$ cat src/rtl/core/mhpq_pkg.sv
// ============================================================================
// mhpq_pkg
// Shared types, codes and helpers of the max heap priority queue.
// ============================================================================
package mhpq_pkg;

    // Default number of heap entries.
    localparam int DEF_HEAP_DEPTH = 128;

    // Width of the entry count carried in a result.
    localparam int OUT_CNT_W = 8;

    // Operation codes.
    localparam logic [1:0] MODE_INSERT = 2'd0;
    localparam logic [1:0] MODE_REMOVE = 2'd1;
    localparam logic [1:0] MODE_READ   = 2'd2;

    // Status codes.
    localparam logic [1:0] ST_DONE  = 2'd0;
    localparam logic [1:0] ST_FULL  = 2'd1;
    localparam logic [1:0] ST_EMPTY = 2'd2;

    // One heap entry as it sits in the store.
    typedef struct packed {
        logic signed [15:0] rating;
        logic [15:0]        tag;
    } t_word;

    // Payload of an input transfer.
    typedef struct packed {
        logic [1:0]         mode;
        logic signed [15:0] key_rating;
        logic [15:0]        entry_tag;
    } t_in_item;

    // Payload of a result transfer.
    typedef struct packed {
        logic signed [15:0]   top_rating;
        logic [15:0]          top_tag;
        logic                 is_empty;
        logic [OUT_CNT_W-1:0] entry_count;
        logic [1:0]           status;
    } t_out_item;

    // True when entry a outranks entry b (strictly greater rating).
    function automatic logic rating_gt(input t_word a, input t_word b);
        return a.rating > b.rating;
    endfunction

endpackage

$ cat src/rtl/core/mhpq_ram.sv
// ============================================================================
// mhpq_ram
// Heap store: one write port and one read port with registered read data.
// ============================================================================
module mhpq_ram
    import mhpq_pkg::*;
#(
    parameter int HEAP_DEPTH = DEF_HEAP_DEPTH,
    localparam int ADDR_W = $clog2(HEAP_DEPTH)
) (
    input  logic              i_clk,
    input  logic              i_we,
    input  logic [ADDR_W-1:0] i_waddr,
    input  t_word             i_wdata,
    input  logic              i_re,
    input  logic [ADDR_W-1:0] i_raddr,
    output t_word             o_rdata
);

    t_word r_mem [HEAP_DEPTH];
    t_word r_rdata;

    always_ff @(posedge i_clk) begin
        if (i_we) begin
            r_mem[i_waddr] <= i_wdata;
        end
    end

    always_ff @(posedge i_clk) begin
        if (i_re) begin
            r_rdata <= r_mem[i_raddr];
        end
    end

    assign o_rdata = r_rdata;

endmodule

$ cat config.mk
export PLATFORM = sky130hd
export DESIGN_NAME = mhpq_ram
export DESIGN_NICKNAME = d
export VERILOG_FILES = /design/src/rtl/core/mhpq_pkg.sv /design/src/rtl/core/mhpq_ram.sv
export SDC_FILE = /design/constraint.sdc
export NUM_CORES = 2
export LEC_CHECK = 0
export BUFFER_PORTS_ARGS = -buffer_cell sky130_fd_sc_hd__buf_2
export CORE_MARGIN = 10
export CORE_UTILIZATION = 50
export DETAILED_ROUTE_END_ITERATION = 12
export PLACE_DENSITY_LB_ADDON = 0.15
export SETUP_SLACK_MARGIN = 0.1
export SLEW_MARGIN = 30
export SYNTH_ARGS = -nofsm -noshare
export SYNTH_HDL_FRONTEND = slang
export SYNTH_SLANG_ARGS = --single-unit
export TNS_END_PERCENT = 10
$ cat constraint.sdc
create_clock -name i_clk -period 4.92 [get_ports i_clk]
set_input_delay 0.738 -clock i_clk [delete_from_list [all_inputs] [get_ports i_clk]]
set_output_delay 0.738 -clock i_clk [all_outputs]
set_load 0.005 [all_outputs]
==> impl_metrics.yaml <==
yosys:
  async_flop_share_pct: 0
  ys_types: 16
  yosysTopAreaCell: "edfxtp_1"
  yosysTopAreaCellShare_pct: 79.2
  synth_nets: 6039
  synthesis.area_um2: 157000
  synth_edf_count: 4128
  synthTopCellsByArea: "edfxtp_1 (79%), mux4_2 (19%), clkbuf_1 (0.44%), nor2_1 (0.29%), buf_2 (0.25%)"
  yosys_warnings: 0
  synth.most_common_cell: "edfxtp_1"
  netlist_instances: 5990
  yosys-top-cells-count: "edfxtp_1 (4128), mux4_2 (1344), clkbuf_1 (182)"
  ys_ff_latch: 4128
  syn_avg_cell_area_um2: 26.1
  yosysSeqAreaShare_pct: 79.2
  synthFlopType: "edfxtp_1"
detailed_routing:
  ant_nets: 0
  drt_iter0_drc: 10300
  vias: 72200
  routed_wl_um: 428000
  firstDrtPassIters: 5
  wl_per_cell_um: 38.5
  drc: 0
  vias_per_cell: 6.50
layout:
  final_nets: 6596
  fin_area_um2: 180000
  area_growth_syn_to_layout_pct: 14.8
  drive_gt1_share_pct: 37.1
setup_path:
  crit_path_end_kind: "register"
  path_cells: "buf_12, buf_12, buf_4, mux4_2, mux4_2, mux4_2, mux2_2"
  cp-start-kind: "input pin"
  slowest_delay_ps: 660
  reg2reg_setup_slack_ps: 2050
  reg2reg_from: "r_mem[108][14]"
  r2r_end: "o_rdata[14]"
  critical_path_class: "in2reg"
  critical_path_arrival_ps: 4260
  cp-endpoint: "o_rdata[11]"
  required_ps: 5610
  reg2regPathDepth: 4
  slowest_stage: "mux4_2"
  cp_common_cell: "mux4_2"
  startpoint: "i_raddr[0]"
  path_max_fanout: 44
power_and_ir_drop:
  power.internal_uw: 58700
  switching_power_uw: 16000
  powerDensity_nw_per_um2: 416
  p_comb_share_pct: 5.2
  peakVddDrop_mv: 0.368
  sw_frac_of_total_pct: 21.4
  clkPwrFrac_pct: 42.6
  seqPwrFrac_pct: 52.2
  p_leak_uw: 0.0553
sta:
  hold_viol_final: 0
  clock-skew-final_ps: 59.9
  fmax_mhz: 280
  setup_viol_count_final: 0
  tightestPinTransition_ps: 1050
  min_period_ps: 3570
  rsz0062_at_grt: "no"
  slew_violations: 0
  fin_crit_sh_pct: 72.6
  tns_ps: 0
  slew_headroom_pct: 29.9
floorplanning:
  io_pins: 81
  die_width_um: 580
  die_area_um2: 336000
  coreArea_um2: 312000
  rows: 205
  die_h_um: 580
  initial_core_util_pct: 50.2
global_routing:
  antenna_found_initial: 68
  grt_max_degree: 88
  grt_pass1_wl_um: 591000
  first_global_vias: 72000
  track_usage_pct: 25.1
  grt-ovfl-total: 0
cts:
  clkSinkCount: 4128
  numCtsBuffers: 422
  clockBufferDepth: 4
  post_cts_buffers: 0
  clk_latency_ps: 970
  clock_tree.root_cell: "clkbuf_16"
  cts.repair.resized: 0
  cts_tree: "built"
  htree_levels: 5
  cts_hold_buf: 0
  clk_pin_slew_ps: 60
placed_design:
  place_congestion: 0.806
  dp_hpwl_um: 242000
  dpl-instance-area_um2: 166000
  port_buffers: 80
hold_path:
  hp-class: "in2reg"
  holdPathStages: 1
run_status:
  status: "completed"
flow_run:
  drv_cap: 0
## cell usage in the layout (no fill, tap or decap), drive strengths merged
cell,n
mux2,32
nor2b,7
nor2,122
nand4,3
clkbuf,506
bufinv,46
or3,1
mux4,1344
edfxtp,4128
nor3,9
clkinv,212
buf,449
inv,7
nand3,12
diode,68
nand2,14
nand2b,2
clkinvlp,14
## metrics by stage
step	instances	power, uW	util (%)	hold slack [ps]	setup slack (ps)
5_1_grt	11100	76800	57.6	186	1310
6_report	11100	74700	57.6	202	1350
4_1_cts	11000	75200	57.6	130	1370
2_1_floorplan	5990	41500	-	837	943
3_3_place_gp	10300	43600	53.1	1160	361
3_5_place_dp	10300	43700	53.1	1150	364
## how the worst min path moves through the flow
stage / start / endpoint / slack [ps]
2_1_floorplan: i_wdata[0] / r_mem[0][0] / 840
3_3_place_gp: i_wdata[7] / r_mem[8][7] / 1160
3_5_place_dp: o_rdata[24] / o_rdata[24] / 1150
4_1_cts: i_wdata[7] / r_mem[31][7] / 130
5_1_grt: i_wdata[7] / r_mem[27][7] / 190
6_report: i_wdata[7] / r_mem[26][7] / 200
## critical path, delay by kind of cell
family,cells,cell delay (ps)
buffers and inverters,3,1140
muxes,4,2180
## power groups by stage
stage	clock, uW	combinational (uW)	sequential, uW
after floorplan	0	1870	39700
after CTS	32300	3900	39000
final	31800	3880	39000
after global placement	0	3840	39800
after detailed placement	0	3890	39800
after global routing	33700	4040	39000
## layout make-up
| cell class | count | area (um^2) |
|---|---|---|
| sequential | 4128 | 124000 |
| tap | 4140 | 5180 |
| antenna | 68 | 170 |
| clock buffer | 506 | 11000 |
| multi-input combinational | 1546 | 32300 |
| clock inverter | 279 | 2840 |
| fill | 22000 | 132000 |
| timing repair buffer | 449 | 4350 |
## metal layers
metal,up-vias,global-route usage [%],wire [um]
met4,28,6.65,12400
li1,27700,-,-
met2,3729,39.2,203000
met3,616,5.44,41800
met1,40200,36.4,171000
met5,-,0,181
## sequential cells by signal (all words and copies together) (netlist names)
signal / cells
o_rdata: 32
r_mem: 4096
## logic make-up (layout without fill, tap and decap cells)
kind of cell  Yosys count  in the layout  share of synthesized area [%]
buf+inv               316           1234                          0.837
simple gates          170            170                          0.445
flops                4128           4128                           79.2
other cells             0             68                              0
mux                  1376           1376                           19.6
Note: power is estimated with default switching activity, not from simulation.
