## src/rtl/core/mhpq_pkg.sv

```systemverilog
// ============================================================================
// mhpq_pkg
// Shared types, codes and helpers of the max heap priority queue.
// ============================================================================
package mhpq_pkg;

    // Default number of heap entries.
    localparam int DEF_HEAP_DEPTH = 128;

    // Width of the entry count carried in a result.
    localparam int OUT_CNT_W = 8;

    // Operation codes.
    localparam logic [1:0] MODE_INSERT = 2'd0;
    localparam logic [1:0] MODE_REMOVE = 2'd1;
    localparam logic [1:0] MODE_READ   = 2'd2;

    // Status codes.
    localparam logic [1:0] ST_DONE  = 2'd0;
    localparam logic [1:0] ST_FULL  = 2'd1;
    localparam logic [1:0] ST_EMPTY = 2'd2;

    // One heap entry as it sits in the store.
    typedef struct packed {
        logic signed [15:0] rating;
        logic [15:0]        tag;
    } t_word;

    // Payload of an input transfer.
    typedef struct packed {
        logic [1:0]         mode;
        logic signed [15:0] key_rating;
        logic [15:0]        entry_tag;
    } t_in_item;

    // Payload of a result transfer.
    typedef struct packed {
        logic signed [15:0]   top_rating;
        logic [15:0]          top_tag;
        logic                 is_empty;
        logic [OUT_CNT_W-1:0] entry_count;
        logic [1:0]           status;
    } t_out_item;

    // True when entry a outranks entry b (strictly greater rating).
    function automatic logic rating_gt(input t_word a, input t_word b);
        return a.rating > b.rating;
    endfunction

endpackage

```

## src/rtl/core/mhpq_engine.sv

```systemverilog
// ============================================================================
// mhpq_engine
// Sequencer that runs one heap operation at a time against the heap store.
// ============================================================================
module mhpq_engine
    import mhpq_pkg::*;
#(
    parameter int HEAP_DEPTH = DEF_HEAP_DEPTH,
    localparam int ADDR_W = $clog2(HEAP_DEPTH),
    localparam int CNT_W  = $clog2(HEAP_DEPTH + 1)
) (
    input  logic              i_clk,
    input  logic              i_rst_n,
    input  logic              i_start,
    input  t_in_item          i_item,
    output logic              o_idle,
    output logic              o_done,
    output t_out_item         o_result,
    input  logic              i_take,
    output logic              o_mem_we,
    output logic [ADDR_W-1:0] o_mem_waddr,
    output t_word             o_mem_wdata,
    output logic              o_mem_re,
    output logic [ADDR_W-1:0] o_mem_raddr,
    input  t_word             i_mem_rdata
);

    localparam int IDX_W = CNT_W + 1;

    typedef enum logic [2:0] {
        S_IDLE,
        S_UP,
        S_UP_CMP,
        S_DN_LAST,
        S_DN,
        S_DN_L,
        S_DN_R,
        S_DONE
    } t_state;

    t_state            r_state, n_state;
    logic [CNT_W-1:0]  r_cnt, n_cnt;
    logic [ADDR_W-1:0] r_pos, n_pos;
    logic [ADDR_W-1:0] r_par, n_par;
    t_word             r_mov, n_mov;
    t_word             r_lw, n_lw;
    t_word             r_top, n_top;
    logic [1:0]        r_status, n_status;

    logic [IDX_W-1:0]  lc_idx;
    logic [IDX_W-1:0]  rc_idx;
    logic              has_l;
    logic              has_r;
    logic [ADDR_W-1:0] parent;
    logic              l_wins;
    logic              r_wins;
    t_word             cand;

    // Child and parent positions of the current hole.
    assign lc_idx = IDX_W'({r_pos, 1'b1});
    assign rc_idx = lc_idx + IDX_W'(1);
    assign has_l  = lc_idx < IDX_W'(r_cnt);
    assign has_r  = rc_idx < IDX_W'(r_cnt);
    assign parent = (r_pos - ADDR_W'(1)) >> 1;

    // Sift-down choice: the moving entry stays on ties, left wins over right on ties.
    assign l_wins = rating_gt(r_lw, r_mov);
    assign cand   = l_wins ? r_lw : r_mov;
    assign r_wins = rating_gt(i_mem_rdata, cand);

    always_comb begin
        n_state     = r_state;
        n_cnt       = r_cnt;
        n_pos       = r_pos;
        n_par       = r_par;
        n_mov       = r_mov;
        n_lw        = r_lw;
        n_status    = r_status;
        o_mem_we    = 1'b0;
        o_mem_waddr = r_pos;
        o_mem_wdata = r_mov;
        o_mem_re    = 1'b0;
        o_mem_raddr = lc_idx[ADDR_W-1:0];

        case (r_state)
            S_IDLE: begin
                if (i_start) begin
                    n_status = ST_DONE;
                    n_state  = S_DONE;
                    case (i_item.mode)
                        MODE_INSERT: begin
                            if (r_cnt == CNT_W'(HEAP_DEPTH)) begin
                                n_status = ST_FULL;
                            end else begin
                                n_mov   = '{rating: i_item.key_rating, tag: i_item.entry_tag};
                                n_pos   = ADDR_W'(r_cnt);
                                n_cnt   = r_cnt + CNT_W'(1);
                                n_state = S_UP;
                            end
                        end
                        MODE_REMOVE: begin
                            if (r_cnt == '0) begin
                                n_status = ST_EMPTY;
                            end else if (r_cnt == CNT_W'(1)) begin
                                n_cnt = '0;
                            end else begin
                                o_mem_re    = 1'b1;
                                o_mem_raddr = ADDR_W'(r_cnt - CNT_W'(1));
                                n_cnt       = r_cnt - CNT_W'(1);
                                n_pos       = '0;
                                n_state     = S_DN_LAST;
                            end
                        end
                        MODE_READ: begin
                            n_status = ST_DONE;
                        end
                        default: begin
                            n_status = ST_DONE;
                        end
                    endcase
                end
            end
            S_UP: begin
                if (r_pos == '0) begin
                    o_mem_we = 1'b1;
                    n_state  = S_DONE;
                end else begin
                    o_mem_re    = 1'b1;
                    o_mem_raddr = parent;
                    n_par       = parent;
                    n_state     = S_UP_CMP;
                end
            end
            S_UP_CMP: begin
                o_mem_we = 1'b1;
                if (rating_gt(r_mov, i_mem_rdata)) begin
                    o_mem_wdata = i_mem_rdata;
                    n_pos       = r_par;
                    n_state     = S_UP;
                end else begin
                    n_state = S_DONE;
                end
            end
            S_DN_LAST: begin
                n_mov   = i_mem_rdata;
                n_state = S_DN;
            end
            S_DN: begin
                if (has_l) begin
                    o_mem_re    = 1'b1;
                    o_mem_raddr = lc_idx[ADDR_W-1:0];
                    n_state     = S_DN_L;
                end else begin
                    o_mem_we = 1'b1;
                    n_state  = S_DONE;
                end
            end
            S_DN_L: begin
                if (has_r) begin
                    n_lw        = i_mem_rdata;
                    o_mem_re    = 1'b1;
                    o_mem_raddr = rc_idx[ADDR_W-1:0];
                    n_state     = S_DN_R;
                end else begin
                    o_mem_we = 1'b1;
                    if (rating_gt(i_mem_rdata, r_mov)) begin
                        o_mem_wdata = i_mem_rdata;
                        n_pos       = lc_idx[ADDR_W-1:0];
                        n_state     = S_DN;
                    end else begin
                        n_state = S_DONE;
                    end
                end
            end
            S_DN_R: begin
                o_mem_we = 1'b1;
                if (r_wins) begin
                    o_mem_wdata = i_mem_rdata;
                    n_pos       = rc_idx[ADDR_W-1:0];
                    n_state     = S_DN;
                end else if (l_wins) begin
                    o_mem_wdata = r_lw;
                    n_pos       = lc_idx[ADDR_W-1:0];
                    n_state     = S_DN;
                end else begin
                    n_state = S_DONE;
                end
            end
            S_DONE: begin
                if (i_take) begin
                    n_state = S_IDLE;
                end
            end
            default: begin
                n_state = S_IDLE;
            end
        endcase

        // Shadow of the root entry, kept in step with every write to slot zero.
        n_top = (o_mem_we && o_mem_waddr == '0) ? o_mem_wdata : r_top;
    end

    always_ff @(posedge i_clk) begin
        if (!i_rst_n) begin
            r_state <= S_IDLE;
            r_cnt   <= '0;
        end else begin
            r_state <= n_state;
            r_cnt   <= n_cnt;
        end
        r_pos    <= n_pos;
        r_par    <= n_par;
        r_mov    <= n_mov;
        r_lw     <= n_lw;
        r_top    <= n_top;
        r_status <= n_status;
    end

    assign o_idle = (r_state == S_IDLE);
    assign o_done = (r_state == S_DONE);

    always_comb begin
        o_result.is_empty    = (r_cnt == '0);
        o_result.top_rating  = o_result.is_empty ? '0 : r_top.rating;
        o_result.top_tag     = o_result.is_empty ? '0 : r_top.tag;
        o_result.entry_count = OUT_CNT_W'(r_cnt);
        o_result.status      = r_status;
    end

endmodule
```

## config.mk

```make
export PLATFORM = sky130hd
export DESIGN_NAME = mhpq_engine
export DESIGN_NICKNAME = d
export VERILOG_FILES = /design/src/rtl/core/mhpq_pkg.sv /design/src/rtl/core/mhpq_engine.sv
export SDC_FILE = /design/constraint.sdc
export NUM_CORES = 1
export LEC_CHECK = 0
export ABC_AREA = 1
export BUFFER_PORTS_ARGS = -buffer_cell sky130_fd_sc_hd__buf_2
export CORE_UTILIZATION = 35
export DETAILED_ROUTE_END_ITERATION = 6
export PLACE_DENSITY_LB_ADDON = 0.08
export SYNTH_ARGS = -nofsm -noshare
export SYNTH_HDL_FRONTEND = slang
export SYNTH_SLANG_ARGS = --single-unit
```

## constraint.sdc

```tcl
create_clock -name i_clk -period 6.68 [get_ports i_clk]
set_input_delay 0.668 -clock i_clk [delete_from_list [all_inputs] [get_ports i_clk]]
set_output_delay 0.668 -clock i_clk [all_outputs]
set_load 0.05 [all_outputs]
```

==> flow_summary.ini <==
[status]
status = finished, final reports clean

[floorplan]
design.die.area_mm2 = 0.02885
core-area_mm2 = 0.02778
ios = 163
dieWidth_um = 169.9
die_h_um = 169.9
row_count = 61
start_util = 0.3550

[timing]
slew_violations = 0
rsz0062_at_grt = no
max_freq_mhz = 170.2
period_needed_ns = 5.875
fin_setup_tns_ns = 0
hold_viol_final = 0
finalSetupViolCount = 0
max_slew_margin = 0.2520
finClkSkew_ns = 0.01545
finalCritPeriodShare = 0.8794
worst_pin_slew_ns = 1.119

[hold_path]
hold_path_class = input port to register
holdPathStages = 1

[cells_and_area]
final_nets = 1626
drive_above_1_share = 0.1713
regArea_mm2 = 0.003553
stdcell_count = 1878
area_delta_synth_final_pct = 16.63
n_fill_cell = 2981
diodes = 0
multi_input_area_mm2 = 0.005371

[routing]
wirelength_um = 34000
vias = 9743
firstDrtPassIters = 5
avgViaCountPerCell = 5.188
drtIter0Drc = 854
wl_per_cell_um = 18.11
drc_errors = 0
ant_nets = 0

[global_route]
antenna_found_initial = 0
track_usage = 0.2384
overflow = 0
grt_pass1_wl_um = 52440
grt_pass1_vias = 9125
grt_max_degree = 39

[yosys]
synthFlopType = edfxtp_1
syn_nets = 1495
yosys_warnings = 0
yosysSeqAreaShare = 0.3603
ys_async_sr_fraction = 0
synth_cells = 1356
syn-cell-area_mm2 = 0.009862
syn_avg_cell_area_um2 = 7.273
synth_edf_count = 111
synth_cell_type_count = 48
yosys_register_bits = 122

[setup_path]
critical_path_class = register to primary output
crit_path_max_incr_delay_ns = 0.58
crit_required_ns = 6.01
crit_path_end_kind = primary output
critPathMaxFanout = 27
ff2ff_path_depth = 27
cp_common_cell = nand2_1
worstSetupStartpointType = register
arrival_ns = 5.21
slowest_stage = inv_2

[flow_run]
drv_cap = 0

[power_and_ir_drop]
p_per_area_mw_per_mm2 = 566.3
finalPower_mw = 6.514
irDropWorstVdd_mv = 0.4673
p_leak_nw = 5.563

[placement]
place_congestion = 0.8643
placedCellCount = 1846
hpwl_um = 23070
placement.io_buffers = 162

[clocking]
clkTransAtPathRegs_ns = 0.06
cts_resized = 0
insertion_delay_ns = 0.43
cts-root-buf = clkbuf_16
cts_buffers = 17
cts_hold_buf = 0
post_cts_buffers = 0
cts_max_path_buffers = 2
cts_tree = yes
htreeDepth = 4
cts.sinks = 122
## cells by family (layout without fill, tap and decap cells)
logic type	Yosys count	in the layout	synth area share
simple gates	751	751	0.3368
buf+inv	233	377	0.09794
compound gates	161	161	0.09858
flops	122	122	0.3603
fa+ha+maj	69	69	0.08754
xor+xnor	16	16	0.01421
mux	4	4	0.004567
## final timing paths
| kind | startpoint | to | slack [ns] |
|---|---|---|---|
| worst max-delay path | r_mov[30]$_DFFE_PP_ | o_mem_wdata[4] | 0.81 |
| worst min-delay path | i_mem_rdata[13] | r_lw[13]$_DFFE_PP_ | 0.45 |
| worst max register to register | r_mov[30]$_DFFE_PP_ | o_mem_waddr[0]$_DFFE_PP_ | 1.38 |
| worst min register to register | r_mov[7]$_DFFE_PP_ | r_top[7]$_DFFE_PP_ | 0.56 |
## registers in the layout, indices dropped and copies added, names as in the netlist
| register | count |
|---|---|
| r_status | 2 |
| r_top | 32 |
| r_lw | 32 |
| r_mov | 32 |
| o_mem_waddr | 7 |
| r_par | 6 |
| r_state | 3 |
| r_cnt | 8 |
## per-stage QoR
step	util	instance area (um2)	hold WS, ns	setup slack [ns]
after global routing	0.4140	11500	0.4427	0.1834
after global placement	0.3940	10950	0.5297	0.8484
after detailed placement	0.3940	10950	0.5529	0.8364
after CTS	0.4138	11500	0.4438	0.3596
final	0.4140	11500	0.4527	0.8053
after floorplan	-	9862	0.5164	1.852
## area by class of cell
type | count | area share
clock buffers | 17 | 0.03698
clock inverters | 15 | 0.01099
inverters | 169 | 0.05537
multi-input cells | 1001 | 0.4670
flip-flops and latches | 122 | 0.3089
well taps | 378 | 0.04112
repair buffers | 176 | 0.07963
## routing by layer
layer / GRT usage / vias up / share of wire
met5: 0 / - / 0
li1: - / 4833 / -
met1: 0.3337 / 4536 / 0.47
met4: 0.05758 / 0 / 0.012
met3: 0.03279 / 38 / 0.057
met2: 0.3863 / 336 / 0.46
## Yosys cell counts (3+ instances only)
master / number / area, um2
a21oi_1: 44 / 220.2
a22oi_1: 3 / 22.52
a31oi_1: 5 / 31.28
and2_1: 14 / 87.58
buf_1: 4 / 15.01
buf_2: 29 / 145.1
buf_4: 10 / 75.07
clkbuf_1: 19 / 71.32
dfxtp_1: 11 / 220.2
edfxtp_1: 111 / 3333
ha_1: 69 / 863.3
inv_1: 156 / 585.6
inv_2: 11 / 41.29
mux2_2: 4 / 45.04
nand2_1: 442 / 1659
nand2_2: 6 / 37.54
nand3_1: 98 / 490.5
nand3_2: 3 / 30.03
nand4_1: 76 / 475.5
nor2_1: 84 / 315.3
nor2_2: 4 / 25.02
nor2_4: 3 / 33.78
nor3_1: 8 / 40.04
o2111ai_1: 8 / 70.07
o211ai_1: 32 / 240.2
o21ai_0: 43 / 215.2
o21ai_1: 11 / 55.05
or2_2: 5 / 31.28
xor2_1: 16 / 140.1
## placed cells by master (no fill, tap or decap), types with 2 or more instances in the layout
master      count
a21boi_0        2
a21o_1          2
a21oi_1        43
a22oi_1         3
a31oi_1         5
and2_1         14
buf_2         162
buf_4          14
clkbuf_16      17
clkinv_2        6
clkinv_4        3
clkinvlp_4      3
dfxtp_1        11
edfxtp_1      111
ha_1           69
inv_1         156
inv_2          11
inv_6           2
mux2_2          4
nand2_1       441
nand2_2         7
nand3_1        97
nand3_2         4
nand3b_1        2
nand4_1        76
nor2_1         82
nor2_2          5
nor2_4          4
nor3_1          8
nor3_2          2
o2111ai_1       8
o211ai_1       32
o21a_1          2
o21ai_0        43
o21ai_1        11
o221ai_1        2
o31ai_1         2
or2_2           5
xor2_1         16
## report_power, final
group          switching [mW]  leakage (nW)  internal (mW)
combinational            3.32          4.19           1.05
clock                   0.390         0.269          0.511
sequential              0.164          1.11           1.08
## worst max-delay path: cells and delay by family (launching register included)
family | cells | cell delay, ns
DFF | 1 | 0.43
adders and majority gates | 2 | 0.51
and+or+nand+nor | 18 | 2.22
buffers and inverters | 5 | 1.18
AOI/OAI and AO/OA | 2 | 0.40
No activity file was read; power rests on OpenSTA's default activity.
